===== src/design/shortest_remaining_time_scheduler_macros.svh =====
// Assertion macros for the shortest-remaining-time scheduler.
// Each macro expects signals named clk and arst_n in the including scope.
`ifndef SHORTEST_REMAINING_TIME_SCHEDULER_MACROS_SVH
`define SHORTEST_REMAINING_TIME_SCHEDULER_MACROS_SVH

// Same-cycle implication, checked out of reset.
`define SRTS_CHK_NOW(label, ante, cons) \
	label: assert property (@(posedge clk) disable iff (!arst_n) (ante) |-> (cons)) \
		else $error("scheduler check failed");

// Next-cycle implication, checked out of reset.
`define SRTS_CHK_NXT(label, ante, cons) \
	label: assert property (@(posedge clk) disable iff (!arst_n) (ante) |=> (cons)) \
		else $error("scheduler check failed");

`endif


===== src/design/srts_pkg.sv =====
// Shared types and constants for the shortest-remaining-time scheduler.
// No dependencies; used by the top level and the testbench.
package srts_pkg;

	// Field widths fixed by the transaction format.
	localparam int ID_W   = 8;
	localparam int TIME_W = 16;

	// Default table depth.
	localparam int MAX_TASKS_DEF = 16;

	// Command codes.
	localparam logic CMD_LOAD = 1'b0;
	localparam logic CMD_TICK = 1'b1;

	// Saturating count of entries with work left: zero, one, many.
	typedef logic [1:0] nz_cnt_t;
	localparam nz_cnt_t NZ_NONE = 2'd0;
	localparam nz_cnt_t NZ_ONE  = 2'd1;
	localparam nz_cnt_t NZ_MANY = 2'd2;

	// Sequencer states.
	typedef enum logic [1:0] {
		ST_IDLE,
		ST_SCAN,
		ST_FIN
	} state_t;

endpackage


===== src/design/shortest_remaining_time_scheduler.sv =====
// Channel | Signals                                         | Direction
// --------+-------------------------------------------------+----------
// req     | req_valid, req_stall, cmd, task_id,             | in
//         | burst_len, arrival_tick                         |
// rsp     | rsp_valid, rsp_stall, ran_valid, ran_id,        | out
//         | finish_tick, task_finished, all_done, load_full |
//
// A load is handled in the idle state. A tick scans every loaded entry through
// the single table read port and the one remaining-time comparator that visits
// each entry in turn.
// Reset clears the sequencer, counters and ready bits; the table RAM holds
// no reset value. A stalled result holds the next transaction off.
`include "shortest_remaining_time_scheduler_macros.svh"

module shortest_remaining_time_scheduler #(
	parameter int MAX_TASKS = srts_pkg::MAX_TASKS_DEF
) (
	input  logic                      clk,
	input  logic                      arst_n,
	input  logic                      req_valid,
	output logic                      req_stall,
	input  logic                      cmd,
	input  logic [srts_pkg::ID_W-1:0]   task_id,
	input  logic [srts_pkg::TIME_W-1:0] burst_len,
	input  logic [srts_pkg::TIME_W-1:0] arrival_tick,
	output logic                      rsp_valid,
	input  logic                      rsp_stall,
	output logic                      ran_valid,
	output logic [srts_pkg::ID_W-1:0]   ran_id,
	output logic [srts_pkg::TIME_W-1:0] finish_tick,
	output logic                      task_finished,
	output logic                      all_done,
	output logic                      load_full
);

	import srts_pkg::*;

	localparam int IW     = $clog2(MAX_TASKS);
	localparam int CW     = $clog2(MAX_TASKS + 1);
	localparam int WORD_W = ID_W + 2 * TIME_W + IW;
	localparam int REM_LO = ID_W;
	localparam int ARR_LO = ID_W + TIME_W;
	localparam int RNK_LO = ID_W + 2 * TIME_W;

	// Sequencer and counters.
	state_t              state_q, state_d;
	logic [CW-1:0]       count_q;
	logic [CW-1:0]       admit_q;
	logic [TIME_W-1:0]   tick_q;
	logic [CW-1:0]       idx_q;
	logic [MAX_TASKS-1:0] ready_q;

	// Read pipeline stage.
	logic                vld_s1;
	logic [IW-1:0]       idx_s1;

	// Best candidate so far in the current tick.
	logic                best_vld_q;
	logic [IW-1:0]       best_idx_q;
	logic [ID_W-1:0]     best_id_q;
	logic [TIME_W-1:0]   best_rem_q;
	logic [TIME_W-1:0]   best_arr_q;
	logic [IW-1:0]       best_rank_q;
	nz_cnt_t             nz_q;

	// Result register.
	logic                rsp_valid_q;
	logic                ran_valid_q;
	logic [ID_W-1:0]     ran_id_q;
	logic [TIME_W-1:0]   finish_q;
	logic                finished_q;
	logic                done_q;
	logic                full_q;

	// Table RAM ports.
	logic                we;
	logic [IW-1:0]       waddr;
	logic [WORD_W-1:0]   wdata;
	logic                rd_issue;
	logic [WORD_W-1:0]   rdata;

	// Handshake and sequencing strobes.
	logic                req_go;
	logic                load_go;
	logic                tick_go;
	logic                slot_free;
	logic                fin_go;
	logic                tbl_full;

	// Fields of the entry under evaluation.
	logic [ID_W-1:0]     e_id;
	logic [TIME_W-1:0]   e_rem;
	logic [TIME_W-1:0]   e_arr;
	logic [IW-1:0]       e_rank;
	logic                e_rdy;
	logic                e_admit;
	logic [IW-1:0]       e_rank_eff;
	logic                e_cand;
	logic                e_better;
	logic                best_last;

	srts_ram #(
		.WIDTH (WORD_W),
		.DEPTH (MAX_TASKS)
	) u_table (
		.clk   (clk),
		.we    (we),
		.waddr (waddr),
		.wdata (wdata),
		.re    (rd_issue),
		.raddr (idx_q[IW-1:0]),
		.rdata (rdata)
	);

	// Handshake strobes.
	assign slot_free = !rsp_valid_q || !rsp_stall;
	assign req_stall = (state_q != ST_IDLE) || !slot_free;
	assign req_go    = req_valid && !req_stall;
	assign load_go   = req_go && (cmd == CMD_LOAD);
	assign tick_go   = req_go && (cmd == CMD_TICK);
	assign tbl_full  = (count_q == CW'(MAX_TASKS));
	assign fin_go    = (state_q == ST_FIN) && slot_free;

	// Entry evaluation: admission and comparison against the best so far.
	assign e_id       = rdata[REM_LO-1:0];
	assign e_rem      = rdata[ARR_LO-1:REM_LO];
	assign e_arr      = rdata[RNK_LO-1:ARR_LO];
	assign e_rank     = rdata[WORD_W-1:RNK_LO];
	assign e_rdy      = ready_q[idx_s1];
	assign e_admit    = !e_rdy && (e_rem != '0) && (e_arr == tick_q);
	assign e_rank_eff = e_admit ? admit_q[IW-1:0] : e_rank;
	assign e_cand     = (e_rdy || e_admit) && (e_rem != '0);
	assign e_better   = !best_vld_q || (e_rem < best_rem_q) ||
		((e_rem == best_rem_q) && (e_rank_eff > best_rank_q));
	assign best_last  = best_vld_q && (best_rem_q == TIME_W'(1));

	// Next-state logic.
	always_comb begin
		state_d = state_q;
		unique case (state_q)
			ST_IDLE: begin
				if (tick_go) begin
					state_d = ST_SCAN;
				end
			end
			ST_SCAN: begin
				if (!rd_issue) begin
					state_d = ST_FIN;
				end
			end
			ST_FIN: begin
				if (fin_go) begin
					state_d = ST_IDLE;
				end
			end
			default: begin
				state_d = ST_IDLE;
			end
		endcase
	end

	// Output logic: table read issue and the write port mux.
	always_comb begin
		rd_issue = 1'b0;
		we       = 1'b0;
		waddr    = count_q[IW-1:0];
		wdata    = {{IW{1'b0}}, arrival_tick, burst_len, task_id};
		unique case (state_q)
			ST_IDLE: begin
				we = load_go && !tbl_full;
			end
			ST_SCAN: begin
				rd_issue = (idx_q != count_q);
				we       = vld_s1 && e_admit;
				waddr    = idx_s1;
				wdata    = {e_rank_eff, e_arr, e_rem, e_id};
			end
			ST_FIN: begin
				we    = fin_go && best_vld_q;
				waddr = best_idx_q;
				wdata = {best_rank_q, best_arr_q, best_rem_q - TIME_W'(1), best_id_q};
			end
			default: begin
				we = 1'b0;
			end
		endcase
	end

	// Sequencer state, counters, ready bits and read stage.
	always_ff @(posedge clk or negedge arst_n) begin
		if (!arst_n) begin
			state_q <= ST_IDLE;
			count_q <= '0;
			admit_q <= '0;
			tick_q  <= '0;
			idx_q   <= '0;
			ready_q <= '0;
			vld_s1  <= 1'b0;
		end else begin
			state_q <= state_d;
			vld_s1  <= rd_issue;
			if (load_go && !tbl_full) begin
				count_q                   <= count_q + CW'(1);
				ready_q[count_q[IW-1:0]]  <= 1'b0;
			end
			if (tick_go) begin
				idx_q <= '0;
			end else if (rd_issue) begin
				idx_q <= idx_q + CW'(1);
			end
			if (vld_s1 && e_admit) begin
				ready_q[idx_s1] <= 1'b1;
				admit_q         <= admit_q + CW'(1);
			end
			if (fin_go) begin
				tick_q <= tick_q + TIME_W'(1);
			end
		end
	end

	// Index of the entry arriving from the table.
	always_ff @(posedge clk) begin
		idx_s1 <= idx_q[IW-1:0];
	end

	// Best-candidate tracking over one tick.
	always_ff @(posedge clk or negedge arst_n) begin
		if (!arst_n) begin
			best_vld_q <= 1'b0;
			nz_q       <= NZ_NONE;
		end else if (tick_go) begin
			best_vld_q <= 1'b0;
			nz_q       <= NZ_NONE;
		end else if (vld_s1) begin
			if (e_cand && e_better) begin
				best_vld_q <= 1'b1;
			end
			if (e_rem != '0) begin
				nz_q <= (nz_q == NZ_NONE) ? NZ_ONE : NZ_MANY;
			end
		end
	end

	// Payload of the best candidate.
	always_ff @(posedge clk) begin
		if (vld_s1 && e_cand && e_better) begin
			best_idx_q  <= idx_s1;
			best_id_q   <= e_id;
			best_rem_q  <= e_rem;
			best_arr_q  <= e_arr;
			best_rank_q <= e_rank_eff;
		end
	end

	// Result valid.
	always_ff @(posedge clk or negedge arst_n) begin
		if (!arst_n) begin
			rsp_valid_q <= 1'b0;
		end else if (load_go || fin_go) begin
			rsp_valid_q <= 1'b1;
		end else if (!rsp_stall) begin
			rsp_valid_q <= 1'b0;
		end
	end

	// Result payload.
	always_ff @(posedge clk) begin
		if (load_go) begin
			ran_valid_q <= 1'b0;
			ran_id_q    <= '0;
			finish_q    <= '0;
			finished_q  <= 1'b0;
			done_q      <= 1'b0;
			full_q      <= tbl_full;
		end else if (fin_go) begin
			ran_valid_q <= best_vld_q;
			ran_id_q    <= best_vld_q ? best_id_q : '0;
			finish_q    <= tick_q + TIME_W'(1);
			finished_q  <= best_last;
			done_q      <= (nz_q == NZ_NONE) || ((nz_q == NZ_ONE) && best_last);
			full_q      <= 1'b0;
		end
	end

	assign rsp_valid     = rsp_valid_q;
	assign ran_valid     = ran_valid_q;
	assign ran_id        = ran_id_q;
	assign finish_tick   = finish_q;
	assign task_finished = finished_q;
	assign all_done      = done_q;
	assign load_full     = full_q;

	// Table never holds more entries than it has rows, nor admits more than loaded.
	`SRTS_CHK_NOW(a_count_bound, 1'b1, (count_q <= CW'(MAX_TASKS)) && (admit_q <= count_q))
	// The tick counter moves only when a tick result is issued.
	`SRTS_CHK_NXT(a_tick_hold, !fin_go, $stable(tick_q))
	// A completion is only reported for a task that actually ran.
	`SRTS_CHK_NOW(a_finish_ran, rsp_valid_q && finished_q, ran_valid_q && !full_q)
	// The scan never reads past the loaded entries.
	`SRTS_CHK_NOW(a_scan_bound, state_q == ST_SCAN, idx_q <= count_q)

endmodule


===== src/design/srts_ram.sv =====
// Generic simple dual-port RAM with one write port and a registered read port.
// Standalone; used by the scheduler for its task table.
module srts_ram #(
	parameter int WIDTH = 8,
	parameter int DEPTH = 16
) (
	input  logic                     clk,
	input  logic                     we,
	input  logic [$clog2(DEPTH)-1:0] waddr,
	input  logic [WIDTH-1:0]         wdata,
	input  logic                     re,
	input  logic [$clog2(DEPTH)-1:0] raddr,
	output logic [WIDTH-1:0]         rdata
);

	logic [WIDTH-1:0] mem_q [DEPTH];
	logic [WIDTH-1:0] rdata_q;

	// Write port.
	always_ff @(posedge clk) begin
		if (we) begin
			mem_q[waddr] <= wdata;
		end
	end

	// Registered read port.
	always_ff @(posedge clk) begin
		if (re) begin
			rdata_q <= mem_q[raddr];
		end
	end

	assign rdata = rdata_q;

endmodule


===== config.mk =====
export PLATFORM = sky130hd
export DESIGN_NAME = shortest_remaining_time_scheduler
export DESIGN_NICKNAME = d
export VERILOG_FILES = /design/src/design/srts_pkg.sv /design/src/design/shortest_remaining_time_scheduler.sv /design/src/design/srts_ram.sv
export VERILOG_INCLUDE_DIRS = /design/src /design/src/design
export SDC_FILE = /design/constraint.sdc
export NUM_CORES = 1
export LEC_CHECK = 0
export BUFFER_PORTS_ARGS = -buffer_cell sky130_fd_sc_hd__buf_2
export CAP_MARGIN = 20
export CORE_MARGIN = 5
export CORE_UTILIZATION = 30
export DETAILED_ROUTE_END_ITERATION = 8
export HOLD_SLACK_MARGIN = 0.12
export SLEW_MARGIN = 25
export SYNTH_ARGS = -nofsm -noshare
export SYNTH_HDL_FRONTEND = slang
export SYNTH_SLANG_ARGS = --single-unit

===== constraint.sdc =====
create_clock -name clk -period 10.8 [get_ports clk]
set_clock_uncertainty 0.15 [all_clocks]
set_input_delay 1.08 -clock clk [delete_from_list [all_inputs] [get_ports clk]]
set_output_delay 1.08 -clock clk [all_outputs]
set_load 0.1 [all_outputs]

# Yosys cells after proc, flatten, opt, wreduce, memory -nomap -nowiden
# Memory sizes are Yosys's and may differ from the RTL's. A register that Yosys moved wholly into a read port is not among the register bits.
# Cells that the tools add are included.
[word_totals] ramBits=704 latchBits=0 in_bits=45 elab_cells=127 out_inout_bits=30 romBits=0 regBits=134 mem_count=1
[memory_table] name="u_table.mem_q" words=16 word_bits=44 rd=1 rd_ports_with_merged_regs=1 wr=1 line_no="srts_ram.sv:16" rtl="logic [WIDTH-1:0] mem_q [DEPTH];"
[classes] n_addsub=5 order_cmp=6 shifts=0 mux=33 mul=0 n_bitwise=4 n_eq_ne=12 div=0 n_reduce_logical=44
[ops] operator="$pmux W44 S2" count=1
[ops] operator="$eq A16 B16 Y1" count=2
[ops] operator="$mux W16" count=2
[ops] operator="$logic_and A1 B1 Y1" count=18
[ops] operator="$add A16 B1 Y16 const B" count=1
[ops] operator="$and A16 B16 Y16" count=1
[ops] operator="$eq A16 B1 Y1 const B" count=1
[ops] operator="$lt A16 B16 Y1" count=1
[ops] operator="$not A16 Y16" count=1
[ops] operator="$or A16 B16 Y16" count=1
[ops] operator="$reduce_bool A16 Y1" count=1
[ops] operator="$sub A16 B1 Y16 const B" count=1
[ops] operator="$add A5 B1 Y5 const B" count=3
[ops] operator="$mux W2" count=7
[ops] operator="$mux W1" count=13
[ops] operator="$reduce_bool A2 Y1" count=6
[ops] operator="$lt A4 B5 Y1 const B" count=2
[ops] operator="$mux W5" count=2
[ops] operator="$demux W1 S4" count=2
[ops] operator="$ge A4 B1 Y1 const B" count=2
[ops] operator="$mux W8" count=1
[ops] operator="$pmux W4 S2" count=1
[ops] operator="$logic_not A1 Y1" count=7
[ops] operator="$logic_or A1 B1 Y1" count=7
[ops] operator="other kinds (15)" count=20

# Longest topological paths before layout
[depth] word_depth=13 mapped_depth=13 ltp_nobuf=12

# Cells and area by module
# Synthesis repeated with hierarchy kept, for this count alone.
[unflattened] cells_unflattened=1880 area_unflattened_um2=34967.3
[by_module_without_submodules] module="srts_ram" instances=1 seq_area_each_um2=22461.5 area_each_um2=27706.6 cells_each=1142
[by_module_without_submodules] module="shortest_remaining_time_scheduler" instances=1 seq_area_each_um2=3418.3 area_each_um2=7260.7 cells_each=738

# Worst setup path after synthesis
# OpenSTA, ideal clock, no wires.
[synth_timing] path_type="input -> register" from="in rsp_stall" to="mem u_table.mem_q[13][0] (netlist bit) (enable)" arrival_time_ns=6.291 n_path_buf=0 path_stages=5 t_required_ns=10.080 setup_time_ns=0.570 slack_ns=3.788 path_cell_list="nand2_1 nand4_1 nand2_1 a21oi_4 nor4b_1"
[synth_via] elab_chain_len=11 word_cells_on_any_way=13 cone_classes="mux (3); reduce/logical (10)"
[synth_lines] item="start: declaration" line_no="shortest_remaining_time_scheduler.sv:27" rtl="input logic rsp_stall,"
[synth_lines] item="$logic_not A1 Y1 *"
[synth_lines] item="$logic_or A1 B1 Y1 *" line_no="shortest_remaining_time_scheduler.sv:116" rtl="assign slot_free = !rsp_valid_q || !rsp_stall;"
[synth_lines] item="$logic_not A1 Y1" line_no="shortest_remaining_time_scheduler.sv:117" rtl="assign req_stall = (state_q != ST_IDLE) || !slot_free;"
[synth_lines] item="$logic_or A1 B1 Y1" line_no="shortest_remaining_time_scheduler.sv:117"
[synth_lines] item="$logic_not A1 Y1" line_no="shortest_remaining_time_scheduler.sv:118" rtl="assign req_go = req_valid && !req_stall;"
[synth_lines] item="$logic_and A1 B1 Y1" line_no="shortest_remaining_time_scheduler.sv:118"
[synth_lines] item="$logic_and A1 B1 Y1" line_no="shortest_remaining_time_scheduler.sv:119" rtl="assign load_go = req_go && (cmd == CMD_LOAD);"
[synth_lines] item="$logic_and A1 B1 Y1" line_no="shortest_remaining_time_scheduler.sv:170" rtl="we = load_go && !tbl_full;"
[synth_lines] item="$pmux W1 S3 *" line_no="shortest_remaining_time_scheduler.sv:168" rtl="unique case (state_q)"
[synth_lines] item="$mux W1 *" line_no="srts_ram.sv:21" rtl="if (we) begin"
[synth_lines] item="$mux W1 (implied by the code) *" line_no="srts_ram.sv:22" rtl="mem_q[waddr] <= wdata;"
[synth_lines] item="end: declaration" line_no="srts_ram.sv:16"
# Every way passes the cells marked *; elsewhere a longest branch is shown, timed or not.

# Worst setup path after layout
[layout_timing] from="reg idx_s1[0]" to="reg best_id_q[2] (enable)"
[layout_via] elab_chain_len=10 word_cells_on_any_way=13 cone_classes="order compare (1); mux (3); reduce/logical (9)"
[layout_lines] item="start: declaration" line_no="shortest_remaining_time_scheduler.sv:55" rtl="logic [IW-1:0] idx_s1;"
[layout_lines] item="start signal: assignment" line_no="shortest_remaining_time_scheduler.sv:223" rtl="idx_s1 <= idx_q[IW-1:0];"
[layout_lines] item="$bmux W1 S4" line_no="shortest_remaining_time_scheduler.sv:129" rtl="assign e_rdy = ready_q[idx_s1];"
[layout_lines] item="$mux W1 (implied by the code)" line_no="shortest_remaining_time_scheduler.sv:129"
[layout_lines] item="$logic_not A1 Y1" line_no="shortest_remaining_time_scheduler.sv:130" rtl="assign e_admit = !e_rdy && (e_rem != '0) && (e_arr == tick_q);"
[layout_lines] item="$logic_and A1 B1 Y1 (2 in a row)" line_no="shortest_remaining_time_scheduler.sv:130"
[layout_lines] item="$mux W4" line_no="shortest_remaining_time_scheduler.sv:131" rtl="assign e_rank_eff = e_admit ? admit_q[IW-1:0] : e_rank;"
[layout_lines] item="via e_rank_eff[1]" line_no="shortest_remaining_time_scheduler.sv:97" rtl="logic [IW-1:0] e_rank_eff;"
[layout_lines] item="$gt A4 B4 Y1" line_no="shortest_remaining_time_scheduler.sv:134" rtl="((e_rem == best_rem_q) && (e_rank_eff > best_rank_q));"
[layout_lines] item="$logic_and A1 B1 Y1" line_no="shortest_remaining_time_scheduler.sv:134"
[layout_lines] item="$logic_or A1 B1 Y1" line_no="shortest_remaining_time_scheduler.sv:133" rtl="assign e_better = !best_vld_q || (e_rem < best_rem_q) ||"
[layout_lines] item="$logic_and A1 B1 Y1" line_no="shortest_remaining_time_scheduler.sv:246" rtl="if (vld_s1 && e_cand && e_better) begin"
[layout_lines] item="end signal: assignment" line_no="shortest_remaining_time_scheduler.sv:248" rtl="best_id_q <= e_id;"
[layout_lines] item="end: declaration" line_no="shortest_remaining_time_scheduler.sv:60" rtl="logic [ID_W-1:0] best_id_q;"
# The timed path passes the listed nets, and every way through them passes these cells. The select of a mux whose other input is x is not followed.
# A chain may end at the register's enable or synchronous reset.

==> flow_summary.toml <==
[power]
power_density_nw_per_um2 = 318
max-vdd-ir-drop_uv = 194
power_w = 0.0129
p_leak_nw = 13.0

[hold_path]
min_path_type = "flop to flop"

[sta]
relSlewSlack_pct = 29.4
hold_violations = 0
setup_violations = 0
tightest_slew_ns = 1.06
final-max-slew-violation-count = 0
max_freq_mhz = 196
fin_crit_ns = 5.10
setup-tns-final_ns = 0
final.period_utilization_pct = 47.2
setup_ws_ns = 5.70
rsz0062_at_grt = "no"

[clocking]
cts_resized = 0
clk_pin_slew_ns = 0.06
htree_num_levels = 3
cts_setup_buffers = 0
hold_buffers = 0
numCtsBuffers = 91
clock_latency_ns = 0.65
cts_tree = "built"
clk_path_buf_depth = 3
cts.sinks = 881
cts.root.buffer_cell = "clkbuf_16"

[synthesis]
ys_ff_latch = 881
synth-main-ff-cell = "edfxtp_1"
synth.distinct_cells = 50
synthesis.area_sq_um = 35000
yosysWarnings = 0
ys_seq_area_share_pct = 73.9
synthArstFlopShare_pct = 6.02
syn_nets = 1872
synth_edf_count = 797
syn_avg_cell_area_sq_um = 19.5
syn_inst = 1794

[drt]
drt-total-wl_microns = 86200
ant_nets = 0
drt_pass1_iterations = 5
remaining_drc_errors = 0
num_vias = 17600
first_iter_violations = 1971
vias_per_cell = 5.02
avgRoutedWirePerCell_microns = 24.6

[worst_setup_path]
cp.required_ns = 10.93
cp.arrival_ns = 5.23
criticalPathCategory = "flop to flop"
startpoint_type = "flop"
worstSetupEndpointType = "flop"
cp_max_fo = 28

[layout]
antenna_cells = 0
layoutNonFillerInstCount = 3502
final_area_sq_um = 40500
area_growth_pct = 15.6
final_nets = 1981
drive_gt1_share_pct = 27.4

[place]
postPlaceCellArea_sq_um = 37300
dp_worst_setup_slack_ns = 5.74
dpl.hpwl_microns = 48800
placed_cells = 3331
port_buffers = 74
place_congestion = 0.795

[die]
row_count = 125
die_width_microns = 352
dieArea_sq_um = 124000
coreArea_sq_um = 116000
die_h_microns = 352
io_pins = 75
start_util_pct = 30.2

[run]
maxCapViolCount = 0

[grt]
grt_use_total_pct = 13.8
grt_pass1_vias = 18000
grt_first_pass_wirelength_microns = 126000
grt_overflow = 0
antenna_found_initial = 1
grt_max_degree = 109

[status]
status = "complete, no violations"
==> flip-flops by register name, indices dropped and copies added, names as in the netlist, 2 cells and up <==
signal,flops
idx_q,5
nz_q,2
best_id_q,8
best_rem_q,16
idx_s1,4
best_rank_q,4
count_q,5
best_arr_q,16
ready_q,16
state_q,2
u_table.rdata,44
ran_id,8
best_idx_q,4
admit_q,4
tick_q,16
u_table.mem_q,704
finish_tick,16
==> kinds of logic (layout without fill, tap and decap cells) <==
family / Yosys count / in the layout / share of synthesized area, %
xor gates and xnor gates: 74 / 74 / 1.85
and+or+nand+nor: 269 / 269 / 3.77
buffers and inverters: 134 / 318 / 1.53
muxes: 234 / 234 / 14.7
AOI/OAI and AO/OA: 169 / 169 / 3.02
adders and majority gates: 33 / 33 / 1.18
DFF: 881 / 881 / 73.9
==> worst max-delay path: stages, from the launching register on <==
cell	delay, ns
dfxtp_1	0.59
mux4_2	0.58
mux2i_1	0.20
mux2_2	0.24
nand3_1	0.23
mux2_2	0.38
ha_1	0.29
nor2b_1	0.12
o21ai_0	0.08
nand2b_1	0.09
a21oi_1	0.06
or3_1	0.39
a31oi_4	0.78
buf_4	0.55
==> cells in the final DEF (no fill, tap or decap), types with 33 or more instances in the layout <==
master	Yosys	routed
clkbuf_16	0	99
inv_1	33	33
nand2_1	70	70
buf_2	15	74
mux4_2	224	224
nor2_1	83	83
edfxtp_1	797	797
dfrtp_1	53	49
a22oi_1	43	43
xnor2_1	37	37
xor2_1	37	37
buf_4	2	39
==> report_power, final <==
group,switching [W],internal (W)
logic,0.00289,0.00139
registers,0.000341,0.00520
clock network,0.00130,0.00176
==> routing by layer <==
metal / share of wire [%] / GRT usage (%) / wire, microns
met5: 0 / 0 / 0
met4: 2.1 / 3.54 / 1800
met3: 7.3 / 2.96 / 6260
met2: 46 / 21.4 / 39600
met1: 45 / 20.0 / 38500
==> Yosys cell counts (26+ instances only) <==
cell / count / share of area, %
nor2_1: 83 / 0.89
nand3_1: 27 / 0.39
edfxtp_1: 797 / 68
clkbuf_1: 63 / 0.68
a21oi_1: 64 / 0.92
a22oi_1: 43 / 0.92
dfxtp_1: 31 / 1.8
dfrtp_1: 53 / 3.8
xnor2_1: 37 / 0.93
ha_1: 33 / 1.2
nand2_1: 70 / 0.75
o21ai_0: 26 / 0.37
inv_1: 33 / 0.35
xor2_1: 37 / 0.93
mux4_2: 224 / 14
==> worst paths after layout <==
check                      slack (ns)            to  cells after the start             start
max                              5.70  best_id_q[2]                     13         idx_s1[0]
min                              0.31  best_id_q[4]                      0  u_table.rdata[4]
max reg2reg                      5.70  best_id_q[2]                     13         idx_s1[0]
min reg2reg                      0.31  best_id_q[4]                      0  u_table.rdata[4]
max in group asynchronous        9.48      idx_q[1]                      2            arst_n
min in group asynchronous        0.44    count_q[1]                      2            arst_n
==> metrics by stage <==
| stage | hold slack (ns) | util, % |
|---|---|---|
| after detailed placement | 0.303 | 32.2 |
| after CTS | 0.305 | 34.7 |
| after global routing | 0.321 | 34.9 |
| final | 0.306 | 34.9 |
| after floorplan | 0.219 | - |
| after global placement | 0.284 | 32.2 |
==> final cells by class <==
cell class                 count  area, sq um
tap                         1524         1910
timing repair buffer         117          749
clock inverter                48          377
fill                       10800        75600
multi-input combinational    779         8840
inverter                      33          124
sequential                   881        25900
clock buffer                 120         2580
Power figures use the tool's default switching activity.
